===== config.mk =====
export PLATFORM = sky130hd
export DESIGN_NAME = doc_vector_record_parser_unit
export DESIGN_NICKNAME = d
export VERILOG_FILES = /design/src/rtl/dvrp_pkg.sv /design/src/rtl/doc_vector_record_parser_unit.sv /design/src/rtl/dvrp_core.sv /design/src/rtl/dvrp_outq.sv
export VERILOG_INCLUDE_DIRS = /design/src /design/src/rtl
export SDC_FILE = /design/constraint.sdc
export NUM_CORES = 1
export LEC_CHECK = 0
export BUFFER_PORTS_ARGS = -buffer_cell sky130_fd_sc_hd__buf_2
export CORE_AREA = 5 5 230 210
export CTS_BUF_LIST = sky130_fd_sc_hd__clkbuf_4
export DETAILED_ROUTE_END_ITERATION = 7
export DIE_AREA = 0 0 235 215
export HOLD_SLACK_MARGIN = 0.12
export MAX_ROUTING_LAYER = met4
export PLACE_DENSITY = 0.66
export SYNTH_ARGS = -nofsm -noshare
export SYNTH_HDL_FRONTEND = slang
export SYNTH_SLANG_ARGS = --single-unit

===== constraint.sdc =====
create_clock -name clk -period 6.8 [get_ports clk]
set_input_delay 1.02 -clock clk [delete_from_list [all_inputs] [get_ports clk]]
set_output_delay 1.02 -clock clk [all_outputs]
set_load 0.02 [all_outputs]

===== src/rtl/doc_vector_record_parser_unit_macros.svh =====
// assertion macros for the document-vector record parser
// expect clk and arst_n in scope at the point of use
`ifndef DOC_VECTOR_RECORD_PARSER_UNIT_MACROS_SVH
`define DOC_VECTOR_RECORD_PARSER_UNIT_MACROS_SVH

// same-cycle implication, checked outside reset
`define DVRP_ASSERT_IMPL(lbl, ante, cons) \
	lbl: assert property (@(posedge clk) disable iff (!arst_n) (ante) |-> (cons)) \
		else $error("dvrp assertion failed");

// next-cycle implication, checked outside reset
`define DVRP_ASSERT_NEXT(lbl, ante, cons) \
	lbl: assert property (@(posedge clk) disable iff (!arst_n) (ante) |=> (cons)) \
		else $error("dvrp assertion failed");

`endif


===== src/rtl/dvrp_pkg.sv =====
// types and codes shared by the document-vector record parser
// no dependencies
`timescale 1ns / 1ps

package dvrp_pkg;

	typedef enum logic [1:0] {
		PH_HEADER = 2'd0,
		PH_ENTRY  = 2'd1,
		PH_ENDED  = 2'd2,
		PH_HALTED = 2'd3
	} phase_t;

	typedef enum logic [2:0] {
		KIND_DOC      = 3'd0,
		KIND_ENTRY    = 3'd1,
		KIND_END      = 3'd2,
		KIND_HDR_ERR  = 3'd3,
		KIND_BODY_ERR = 3'd4
	} kind_t;

	typedef enum logic [1:0] {
		REG_HEADER_FLAG = 2'd0,
		REG_BODY_FLAG   = 2'd1,
		REG_END_FLAG    = 2'd2
	} reg_index_t;

	localparam logic [7:0] HEADER_FLAG_RESET = 8'd1;
	localparam logic [7:0] BODY_FLAG_RESET   = 8'd2;
	localparam logic [7:0] END_FLAG_RESET    = 8'd0;

	// last byte index of a header and of an entry
	localparam logic [3:0] HDR_LAST_POS   = 4'd7;
	localparam logic [3:0] ENTRY_LAST_POS = 4'd15;

	typedef struct packed {
		logic [7:0] header_flag;
		logic [7:0] body_flag;
		logic [7:0] end_flag;
	} cfg_t;

	typedef struct packed {
		kind_t        result_kind;
		logic [23:0]  doc_number;
		logic [30:0]  entry_total;
		logic [23:0]  term_number;
		logic [63:0]  weight_bits;
	} result_t;

	typedef struct packed {
		phase_t      phase;
		logic [3:0]  pos;
	} status_t;

endpackage


===== src/rtl/doc_vector_record_parser_unit.sv =====
// top level of the document-vector record parser
// depends on dvrp_pkg, dvrp_core, dvrp_outq and the assertion macro header
`timescale 1ns / 1ps

// Parses a stored document-vector file one byte per request and takes a new byte
// every cycle while in_ready is high; the parse state advances in the cycle a
// byte is accepted and its result, if any, goes to the output queue. Each
// document is an 8-byte header (flag, 24-bit id, 32-bit count) followed by that
// many 16-byte entries; a header result comes after the last header byte and an
// entry result after the last entry byte, carrying the raw 64-bit value. A result
// register with a one-entry skid stage behind it keeps in_ready up while one
// result waits, so in_ready drops only when two results are held. A wrong flag
// halts parsing and an end flag stops it until a byte with stream_start. Flag
// registers are written through the cfg port while the block is idle, which the
// user must ensure, not the block; index 0 header flag, 1 body flag, 2 end flag, 3 ignored.
module doc_vector_record_parser_unit import dvrp_pkg::*; (
	input  logic        clk,
	input  logic        arst_n,
	input  logic        in_valid,
	output logic        in_ready,
	input  logic [7:0]  data_byte,
	input  logic        stream_start,
	output logic        out_valid,
	input  logic        out_ready,
	output logic [2:0]  result_kind,
	output logic [23:0] doc_number,
	output logic [30:0] entry_total,
	output logic [23:0] term_number,
	output logic [63:0] weight_bits,
	input  logic        cfg_valid,
	output logic        cfg_ready,
	input  logic [1:0]  cfg_index,
	input  logic [7:0]  cfg_data
);

	`include "doc_vector_record_parser_unit_macros.svh"

	cfg_t    cfg_q;
	logic    accept;
	logic    res_valid;
	result_t res;
	result_t head;
	status_t status;
	logic    space;

	assign cfg_ready = 1'b1;

	always_ff @(posedge clk or negedge arst_n) begin
		if (!arst_n) begin
			cfg_q.header_flag <= HEADER_FLAG_RESET;
			cfg_q.body_flag   <= BODY_FLAG_RESET;
			cfg_q.end_flag    <= END_FLAG_RESET;
		end else if (cfg_valid && cfg_ready) begin
			unique case (reg_index_t'(cfg_index))
				REG_HEADER_FLAG: cfg_q.header_flag <= cfg_data;
				REG_BODY_FLAG:   cfg_q.body_flag   <= cfg_data;
				REG_END_FLAG:    cfg_q.end_flag    <= cfg_data;
				default: begin
				end
			endcase
		end
	end

	assign in_ready = space;
	assign accept   = in_valid && in_ready;

	dvrp_core u_core (
		.clk          (clk),
		.arst_n       (arst_n),
		.cfg          (cfg_q),
		.accept       (accept),
		.data_byte    (data_byte),
		.stream_start (stream_start),
		.res_valid    (res_valid),
		.res          (res),
		.status       (status)
	);

	dvrp_outq u_outq (
		.clk       (clk),
		.arst_n    (arst_n),
		.push      (res_valid),
		.push_data (res),
		.space     (space),
		.out_valid (out_valid),
		.out_ready (out_ready),
		.head      (head)
	);

	assign result_kind = head.result_kind;
	assign doc_number  = head.doc_number;
	assign entry_total = head.entry_total;
	assign term_number = head.term_number;
	assign weight_bits = head.weight_bits;

	// back-pressure only once a result is already waiting
	`DVRP_ASSERT_IMPL(a_stall_needs_result, !in_ready, out_valid)
	// a halted parser stays halted until a stream start arrives
	`DVRP_ASSERT_NEXT(a_halt_sticks,
		status.phase == PH_HALTED && !(accept && stream_start),
		status.phase == PH_HALTED)
	// header byte index never runs past the last header byte
	`DVRP_ASSERT_IMPL(a_hdr_pos_range, status.phase == PH_HEADER,
		status.pos <= HDR_LAST_POS)
	// a request that cannot produce a result leaves the output side alone
	`DVRP_ASSERT_NEXT(a_ended_silent,
		status.phase == PH_ENDED && accept && !stream_start && !out_valid,
		!out_valid)

endmodule


===== src/rtl/dvrp_core.sv =====
// byte-level parse state and result formation for one accepted request
// depends on dvrp_pkg
`timescale 1ns / 1ps

module dvrp_core import dvrp_pkg::*; (
	input  logic        clk,
	input  logic        arst_n,
	input  cfg_t        cfg,
	input  logic        accept,
	input  logic [7:0]  data_byte,
	input  logic        stream_start,
	output logic        res_valid,
	output result_t     res,
	output status_t     status
);

	phase_t      phase_q, phase_d;
	logic [3:0]  pos_q, pos_d;
	logic [23:0] doc_q, doc_d;
	logic [30:0] left_q, left_d;
	logic [30:0] total_q, total_d;
	logic [23:0] term_q, term_d;
	logic [63:0] shift_q, shift_d;

	phase_t      phase_eff;
	logic [3:0]  pos_eff;
	logic [31:0] hdr_shift;
	logic [30:0] total_new;
	logic [63:0] val_shift;
	logic [30:0] left_dec;

	// a stream start restarts at header byte zero with this byte
	assign phase_eff = stream_start ? PH_HEADER : phase_q;
	assign pos_eff   = stream_start ? 4'd0 : pos_q;

	assign hdr_shift = {shift_q[23:0], data_byte};
	// a count with the top bit set means no entries
	assign total_new = hdr_shift[31] ? 31'd0 : hdr_shift[30:0];
	assign val_shift = {shift_q[55:0], data_byte};
	assign left_dec  = (left_q != 31'd0) ? (left_q - 31'd1) : left_q;

	always_comb begin
		phase_d = phase_q;
		pos_d   = pos_q;
		doc_d   = doc_q;
		left_d  = left_q;
		total_d = total_q;
		term_d  = term_q;
		shift_d = shift_q;
		if (accept) begin
			phase_d = phase_eff;
			pos_d   = pos_eff;
			unique case (phase_eff)
				PH_HEADER: begin
					if (pos_eff == 4'd0) begin
						if (data_byte == cfg.end_flag) begin
							phase_d = PH_ENDED;
						end else if (data_byte != cfg.header_flag) begin
							phase_d = PH_HALTED;
						end else begin
							pos_d = 4'd1;
						end
					end else if (pos_eff <= 4'd3) begin
						doc_d = {doc_q[15:0], data_byte};
						pos_d = pos_eff + 4'd1;
					end else if (pos_eff < HDR_LAST_POS) begin
						shift_d = {32'd0, hdr_shift};
						pos_d   = pos_eff + 4'd1;
					end else begin
						total_d = total_new;
						left_d  = total_new;
						shift_d = '0;
						pos_d   = 4'd0;
						phase_d = (total_new == 31'd0) ? PH_HEADER : PH_ENTRY;
					end
				end
				PH_ENTRY: begin
					if (pos_eff == 4'd0) begin
						if (data_byte != cfg.body_flag) begin
							phase_d = PH_HALTED;
						end else begin
							shift_d = '0;
							pos_d   = 4'd1;
						end
					end else begin
						if (pos_eff <= 4'd3) begin
							term_d = {term_q[15:0], data_byte};
						end else if (pos_eff <= 4'd7 || pos_eff >= 4'd12) begin
							// duplicate flag and id bytes fall in between and are skipped
							shift_d = val_shift;
						end
						if (pos_eff < ENTRY_LAST_POS) begin
							pos_d = pos_eff + 4'd1;
						end else begin
							pos_d  = 4'd0;
							left_d = left_dec;
							if (left_dec == 31'd0) begin
								phase_d = PH_HEADER;
							end
						end
					end
				end
				PH_ENDED, PH_HALTED: begin
				end
				default: begin
				end
			endcase
		end
	end

	always_comb begin
		res_valid = 1'b0;
		res       = '0;
		if (accept) begin
			unique case (phase_eff)
				PH_HEADER: begin
					if (pos_eff == 4'd0) begin
						if (data_byte == cfg.end_flag) begin
							res_valid       = 1'b1;
							res.result_kind = KIND_END;
						end else if (data_byte != cfg.header_flag) begin
							res_valid       = 1'b1;
							res.result_kind = KIND_HDR_ERR;
						end
					end else if (pos_eff == HDR_LAST_POS) begin
						res_valid       = 1'b1;
						res.result_kind = KIND_DOC;
						res.doc_number  = doc_q;
						res.entry_total = total_new;
					end
				end
				PH_ENTRY: begin
					if (pos_eff == 4'd0) begin
						if (data_byte != cfg.body_flag) begin
							res_valid       = 1'b1;
							res.result_kind = KIND_BODY_ERR;
						end
					end else if (pos_eff == ENTRY_LAST_POS) begin
						res_valid       = 1'b1;
						res.result_kind = KIND_ENTRY;
						res.doc_number  = doc_q;
						res.entry_total = total_q;
						res.term_number = term_q;
						res.weight_bits = val_shift;
					end
				end
				PH_ENDED, PH_HALTED: begin
				end
				default: begin
				end
			endcase
		end
	end

	always_ff @(posedge clk or negedge arst_n) begin
		if (!arst_n) begin
			phase_q <= PH_HEADER;
			pos_q   <= '0;
			doc_q   <= '0;
			left_q  <= '0;
			total_q <= '0;
			term_q  <= '0;
			shift_q <= '0;
		end else begin
			phase_q <= phase_d;
			pos_q   <= pos_d;
			doc_q   <= doc_d;
			left_q  <= left_d;
			total_q <= total_d;
			term_q  <= term_d;
			shift_q <= shift_d;
		end
	end

	assign status.phase = phase_q;
	assign status.pos   = pos_q;

endmodule


===== src/rtl/dvrp_outq.sv =====
// result register with a skid stage behind it
// depends on dvrp_pkg
`timescale 1ns / 1ps

module dvrp_outq import dvrp_pkg::*; (
	input  logic    clk,
	input  logic    arst_n,
	input  logic    push,
	input  result_t push_data,
	output logic    space,
	output logic    out_valid,
	input  logic    out_ready,
	output result_t head
);

	logic    head_valid_q;
	logic    skid_valid_q;
	result_t head_q;
	result_t skid_q;
	logic    head_free;

	assign head_free = !head_valid_q || out_ready;
	// the skid entry is empty whenever a new request can land
	assign space     = !skid_valid_q;

	always_ff @(posedge clk or negedge arst_n) begin
		if (!arst_n) begin
			head_valid_q <= 1'b0;
			skid_valid_q <= 1'b0;
		end else if (head_free) begin
			if (skid_valid_q) begin
				head_valid_q <= 1'b1;
				skid_valid_q <= push;
			end else begin
				head_valid_q <= push;
			end
		end else if (push) begin
			skid_valid_q <= 1'b1;
		end
	end

	always_ff @(posedge clk) begin
		if (head_free) begin
			if (skid_valid_q) begin
				head_q <= skid_q;
				skid_q <= push_data;
			end else begin
				head_q <= push_data;
			end
		end else if (push) begin
			skid_q <= push_data;
		end
	end

	assign out_valid = head_valid_q;
	assign head      = head_q;

endmodule

Word-level counts from Yosys, hierarchy flattened
Index checks and enable logic that the tools add are counted.
{"block": "classes", "bitwise": 3, "eq_ne": 17, "order_cmp": 5, "addsub": 2, "muxes": 67, "n_reduce_logical": 22}
{"operator": "2-to-1 mux 146 bit", "n": 5}
{"operator": "2-to-1 mux 56 bit", "n": 6}
{"operator": "2-to-1 mux 31 bit", "n": 7}
{"operator": "2-to-1 mux 144 bit", "n": 1}
{"operator": "2-to-1 mux 143 bit", "n": 1}
{"operator": "case mux 58 bit (2 select lines)", "n": 1}
{"operator": "case mux 56 bit (2 select lines)", "n": 1}
{"operator": "2-to-1 mux 55 bit", "n": 2}
{"operator": "2-to-1 mux 88 bit", "n": 1}
{"operator": "zero test 31 bit", "n": 2}
{"operator": "case mux 31 bit (2 select lines)", "n": 1}
{"operator": "2-to-1 mux 4 bit", "n": 9}
{"operator": "2-to-1 mux 32 bit", "n": 1}
{"operator": "nonzero test 31 bit", "n": 1}
{"operator": "subtractor 31 x 1 -> 31 bit (second input constant)", "n": 1}
{"operator": "2-to-1 mux 2 bit", "n": 11}
{"operator": "inequality test 8 bit", "n": 2}
{"operator": "AND reduction 7 bit", "n": 2}
{"operator": "2-to-1 mux 1 bit", "n": 13}
{"operator": "2-to-1 mux 3 bit", "n": 4}
{"operator": "inequality test 2 bit (second input constant)", "n": 5}
{"operator": "== test 8 bit", "n": 1}
{"operator": "case mux 4 bit (2 select lines)", "n": 1}
{"operator": "AND reduction 2 bit", "n": 4}
{"operator": "24 further kinds", "n": 33}
{"block": "totals", "elab_cells": 138, "register_bits": 490}

Logic depth before layout (Yosys ltp)
{"block": "logic_depth", "depth_word": 8, "ltp_mapped": 13}

Modules after synthesis
From an unflattened synthesis, not the netlist that was laid out.
{"block": "unflattened", "cells_unflattened": 1638, "area_unflattened_um2": 21719.6}
{"module": "dvrp_outq", "seq_area_each_um2": 8818.5, "cells_each": 463, "area_each_um2": 11023.1, "n_inst": 1}
{"module": "dvrp_core", "seq_area_each_um2": 4304.1, "cells_each": 1121, "area_each_um2": 9764.4, "n_inst": 1}
{"module": "doc_vector_record_parser_unit", "seq_area_each_um2": 603.1, "cells_each": 54, "area_each_um2": 932.1, "n_inst": 1}

Least setup slack after synthesis
No wires, ideal clock.
{"block": "synth_timing", "kind": "input-to-reg", "from": "in out_ready", "to": "reg u_outq.skid_q[0] (netlist name), enable pin", "path_slack_ns": -0.685, "setup_ns": 0.445, "arrival_time_ns": 7.040, "path_buffers": 0, "path_stages": 2, "path_cell_list": "nand2b_1 > mux2_2"}
{"block": "synth_between", "elab_chain_cells": 3}
{"element": "start, declared", "line": "doc_vector_record_parser_unit.sv:24", "rtl": "input logic out_ready,"}
{"element": "logical OR 1 bit *", "line": "dvrp_outq.sv:22", "rtl": "assign head_free = !head_valid_q || out_ready;"}
{"element": "inequality test 2 x 1 -> 1 bit (no source line) or nonzero test 2 bit (tied branches)"}
{"element": "AND reduction 2 bit (no source line) *"}
{"element": "end signal, assigned", "line": "dvrp_outq.sv:46", "rtl": "skid_q <= push_data;"}
{"element": "end signal, assigned", "line": "dvrp_outq.sv:51", "rtl": "skid_q <= push_data;"}
{"element": "end, declared", "line": "dvrp_outq.sv:19", "rtl": "result_t skid_q;"}
Every way passes the cells marked *; elsewhere a longest branch is shown, timed or not.
A chain may end at the register's enable or synchronous reset.

Final worst setup path
{"block": "layout_timing", "from": "in stream_start", "to": "reg u_outq.skid_q[135] (netlist name), enable pin"}
{"block": "layout_between", "elab_chain_cells": 8}
{"element": "start, declared", "line": "doc_vector_record_parser_unit.sv:22", "rtl": "input logic stream_start,"}
{"element": "2-to-1 mux 4 bit", "line": "dvrp_core.sv:34", "rtl": "assign pos_eff = stream_start ? 4'd0 : pos_q;"}
{"element": "== test 4 bit or == test 4 x 3 -> 1 bit (tied branches)", "line": "dvrp_core.sv:138, dvrp_core.sv:125"}
{"element": "2-to-1 mux 1 bit (on tied branches)", "line": "dvrp_core.sv:138, dvrp_core.sv:125"}
{"element": "2-to-1 mux 1 bit (on tied branches)", "line": "dvrp_core.sv:133, dvrp_core.sv:117"}
{"element": "case mux 1 bit (2 select lines) *", "line": "dvrp_core.sv:115", "rtl": "unique case (phase_eff)"}
{"element": "2-to-1 mux 1 bit *", "line": "dvrp_core.sv:114", "rtl": "if (accept) begin"}
{"element": "nonzero test 2 bit (no source line) *"}
{"element": "AND reduction 2 bit (no source line) *"}
Marked as above.

==> out/results.txt <==
CTS built an H-tree with a depth of 3. For the number of slew-limit violations in the final report, the log shows 0. The fmax was 0.272 GHz; the total CTS buffers was 120.

Number of global-route vias before repair: 14.0k. The tightest hold path in the finished design has a slack of 0.333 ns. The cell with the largest stage delay on the worst path is sky130_fd_sc_hd__mux2_8.

Yosys mapped a number of flops with a built-in enable equal to 292. Routability-driven placement finished with a final weighted congestion of 0.885. The count of mapped cells out of synthesis is 1634, and the fraction of final layout cells with drive strength greater than 1 is 26.8%. At the later pin of the worst-skew pair, clock insertion delay measures 0.83 ns. Core area: 0.0459 mm2.

The run gives 1662 as the net count after synthesis. The total congestion overflow after global routing is 0. The tools report the final-layout fill cell count as 3984.

The tree is rooted in a sky130_fd_sc_hd__clkbuf_4. The period utilization is 54.1%, and the number of design-rule violations left by the first detailed-router iteration is 1228. The initialized floorplan defines 75 standard-cell rows.

Type of destination of the critical path: a flip-flop. Yosys mapped the design onto 64 distinct sky130hd cell types. The die boundary width was 235 um; the count of final setup violators was 0. The total standard cell area after synthesis was 0.0208 mm2; the power density relative to cell area was 381 mW/mm2. For the maximum buffer depth of the clock tree, the log shows 3. The largest fanout of any net on the critical path works out to 94. For this run, the register share of the synthesized area comes to 66.1%.

Pin placement for this block handled 173 I/O pins. For the total global routing track utilization, the log shows 20.0%. Using the TritonRoute via totals, the vias-per-cell ratio works out to 5.43. The remaining antenna violation count was 0. The static leakage is 11.4 nW. Setup total negative slack on the finished layout was measured at 0 ns. The initial antenna violation count is 2. The type of the worst min-delay path is in -> async. For this run, the detailed router's first-pass iteration total came to 5. The critical path goes through buf_2 > inv_1 > nand2_1 > inv_1 > ha_1 > nand2_1 > nor4_2 > buf_4 > nor2_1 > a31oi_1 > mux2_8 > buf_4. Together, buffers and inverters on the worst path number 5. The tools report the nature of the critical path startpoint as an input pin.

Entering global routing, the biggest net connects 126 pins. The number of endpoints with negative hold slack in the final report is 0, and the worst path arrival time is 4.15 ns. The run gives 0.0505 mm2 as the area of the die.

The most used flip-flop cell after synthesis is sky130_fd_sc_hd__edfxtp_1. In this run the post-CTS setup repair buffer count came out at 0. For the estimated wirelength of the detail-placed design, the log shows 31300 um. The worst-case IR drop observed on VDD is 0.120 mV. Power comes to 9.05 mW. The via count came out at 13.9k.

During placement, the flow inserted port buffers numbering 171. The clock transition at the registers of the reported paths was 0.07 ns. For this run, asynchronously set or reset flops after synthesis account for 40.4%. The kind of critical path is in -> reg. Net count reported at finish: 1860. Registers take 0.0137 mm2. The synthesis warning total came out at 0. The starting utilization of the core area came out at 45.3%. Ranked by total cell area, the synthesized netlist is headed by sky130_fd_sc_hd__edfxtp_1, sky130_fd_sc_hd__dfrtp_1, sky130_fd_sc_hd__a21o_1. The largest incremental delay on the critical path was 0.71 ns; the max-cap check violation count was 0.

In this run the biggest area consumer among cell types represents 42.2% of the synthesized area. After synthesis the netlist holds a flip-flop and latch count of 490. After detailed routing, the number of remaining DRC violations is 0.

The logs give 79100 um for the first-pass GRT wire length and 0.0452 ns for the setup skew after layout. STA puts the critical path data required time at 7.26 ns. The floorplan step set the die height to 215 um. A synthesized cell averages 12.7 um2. Setup repair after global routing left no endpoint under its margin.

Dividing the detail-routed wire length by the instance count gives 19.5 um. The worst max-slew margin expressed relative to the limit was 25.8%; the synthesis-to-finish area growth was 14.5%. The final period demand of the worst path was 3.68 ns; the total length of routed wires was 49900 um.

The logs give 0 for the hold buffer count at cts and 0 for the number of gates resized after cts. The multi-input combinational cells in the finished layout cover a total of 0.00659 mm2. The cell accounting for the most synthesized area is sky130_fd_sc_hd__edfxtp_1. At the pin with the least slew margin, the transition time is 1.11 ns. The category of cells accounting for the largest share of critical-path delay is buffers and inverters. CTS saw 490 sinks. The run finished with clean final reports.

TritonCTS built the clock tree.
-- worst reg2reg max path: cells and delay by family, from the launching register on --
kind,cells,cell delay [ns]
AO/OA/AOI/OAI,2,0.44
multiplexers,1,0.71
buffers and inverters,2,1.11
flip-flops,1,0.75
AND/OR/NAND/NOR,1,0.19
-- per-layer routing --
| metal | vias to the layer above | routed length [um] | global-route usage (%) | share of wire [%] |
|---|---|---|---|---|
| met5 | - | 0 | - | 0 |
| met4 | 0 | 1120 | 7.14 | 2.2 |
| met3 | 64 | 2920 | 4.08 | 5.8 |
| met2 | 424 | 24100 | 30.9 | 48 |
| met1 | 6907 | 21800 | 26.6 | 44 |
| li1 | 6472 | - | - | - |
-- stage by stage --
stage,worst slack [ns],instances,util [%],instance area (um2)
floorplan,1.23,1634,-,20800
finish,3.12,2555,51.8,23800
global placement,2.42,2326,48.3,22200
CTS,3.18,2553,51.8,23800
detailed placement,2.30,2326,48.3,22200
global route,2.91,2555,51.8,23800
-- power by group --
| part | internal (mW) | total [mW] | switching (mW) |
|---|---|---|---|
| clock | 1.33 | 2.48 | 1.16 |
| sequential | 3.94 | 4.49 | 0.552 |
| combinational | 0.733 | 2.08 | 1.34 |
| total | 6.00 | 9.05 | 3.05 |
-- cell usage in the layout, fill, tap and decap left out, types with 5 or more instances in the layout --
| master | count |
|---|---|
| sky130_fd_sc_hd__edfxtp_1 | 292 |
| sky130_fd_sc_hd__dfrtp_1 | 195 |
| sky130_fd_sc_hd__clkbuf_4 | 193 |
| sky130_fd_sc_hd__nand2_1 | 172 |
| sky130_fd_sc_hd__buf_2 | 170 |
| sky130_fd_sc_hd__a21o_1 | 147 |
| sky130_fd_sc_hd__o21ai_0 | 103 |
| sky130_fd_sc_hd__mux2_2 | 97 |
| sky130_fd_sc_hd__and3_1 | 90 |
| sky130_fd_sc_hd__nor2_1 | 82 |
| sky130_fd_sc_hd__a21oi_1 | 39 |
| sky130_fd_sc_hd__a22oi_1 | 29 |
| sky130_fd_sc_hd__nor2b_1 | 28 |
| sky130_fd_sc_hd__and2_1 | 28 |
| sky130_fd_sc_hd__nor3_1 | 24 |
| sky130_fd_sc_hd__clkinv_1 | 22 |
| sky130_fd_sc_hd__buf_4 | 21 |
| sky130_fd_sc_hd__xor2_1 | 19 |
| sky130_fd_sc_hd__nor4_1 | 18 |
| sky130_fd_sc_hd__xnor2_1 | 17 |
| sky130_fd_sc_hd__nand4_1 | 12 |
| sky130_fd_sc_hd__inv_1 | 11 |
| sky130_fd_sc_hd__nand3_1 | 11 |
| sky130_fd_sc_hd__o22ai_1 | 11 |
| sky130_fd_sc_hd__a32oi_1 | 8 |
| sky130_fd_sc_hd__a31oi_1 | 6 |
| sky130_fd_sc_hd__nand3b_1 | 5 |
| sky130_fd_sc_hd__clkinv_2 | 5 |
-- flip-flops by register name, summed over array words and instances (netlist names) --
| register | count |
|---|---|
| u_core.phase_q | 2 |
| u_outq.skid_q | 146 |
| u_core.term_q | 24 |
| u_outq.head | 146 |
| u_core.total_q | 31 |
| u_outq.out_valid | 1 |
| u_core.pos_q | 4 |
| u_core.shift_q | 56 |
| u_outq.skid_valid_q | 1 |
| cfg_q | 24 |
| u_core.left_q | 31 |
| u_core.doc_q | 24 |
-- cells in the mapped netlist, types with 4 or more instances --
master	number
sky130_fd_sc_hd__edfxtp_1	292
sky130_fd_sc_hd__dfrtp_1	196
sky130_fd_sc_hd__nand2_1	172
sky130_fd_sc_hd__a21o_1	147
sky130_fd_sc_hd__clkbuf_1	108
sky130_fd_sc_hd__o21ai_0	104
sky130_fd_sc_hd__mux2_2	98
sky130_fd_sc_hd__and3_1	90
sky130_fd_sc_hd__nor2_1	82
sky130_fd_sc_hd__a21oi_1	40
sky130_fd_sc_hd__a22oi_1	29
sky130_fd_sc_hd__and2_1	29
sky130_fd_sc_hd__nor2b_1	29
sky130_fd_sc_hd__nor3_1	24
sky130_fd_sc_hd__nor4_1	20
sky130_fd_sc_hd__xor2_1	19
sky130_fd_sc_hd__xnor2_1	17
sky130_fd_sc_hd__nand4_1	12
sky130_fd_sc_hd__inv_1	11
sky130_fd_sc_hd__nand3_1	11
sky130_fd_sc_hd__o22ai_1	11
sky130_fd_sc_hd__a32oi_1	8
sky130_fd_sc_hd__a31oi_1	6
sky130_fd_sc_hd__nand3b_1	5
sky130_fd_sc_hd__a2bb2oi_1	4
sky130_fd_sc_hd__ha_1	4
sky130_fd_sc_hd__nand2b_1	4
sky130_fd_sc_hd__nor3b_1	4
sky130_fd_sc_hd__or3_1	4
sky130_fd_sc_hd__or4_1	4
-- cells by family after synthesis --
logic type	after synthesis	synth area share, %
mux	98	5.31
fa+ha+maj	4	0.241
buf+inv	127	2.43
flops	490	66.1
other cells	1	0.0181
xor+xnor	36	1.52
compound gates	374	12.0
simple gates	504	12.4
-- layout make-up --
class                   count  area share, %
diodes                      2         0.0210
clock inverters            34          0.747
clock buffers             193           6.09
repair buffers            192           4.30
flip-flops and latches    490           57.7
inverters                  11          0.174
well taps                 616           3.24
multi-input cells        1017           27.7
-- worst paths after layout --
path / to / slack (ns) / cells after the start / start
max: u_outq.skid_q[135]$_DFFE_PP_ / 3.12 / 12 / stream_start
min: cfg_q[22]$_DFFE_PN0P_ / 0.33 / 1 / arst_n
max reg2reg: u_outq.skid_q[135]$_DFFE_PP_ / 3.25 / 6 / u_outq.skid_valid_q$_DFFE_PN0P_
min reg2reg: u_core.shift_q[51]$_DFFE_PN0P_ / 0.48 / 2 / u_core.shift_q[51]$_DFFE_PN0P_
max in group asynchronous: u_core.shift_q[48]$_DFFE_PN0P_ / 4.79 / 2 / arst_n
min in group clk: cfg_q[22]$_DFFE_PN0P_ / 0.46 / 2 / cfg_data[6]
No activity file was read; power rests on OpenSTA's default activity.
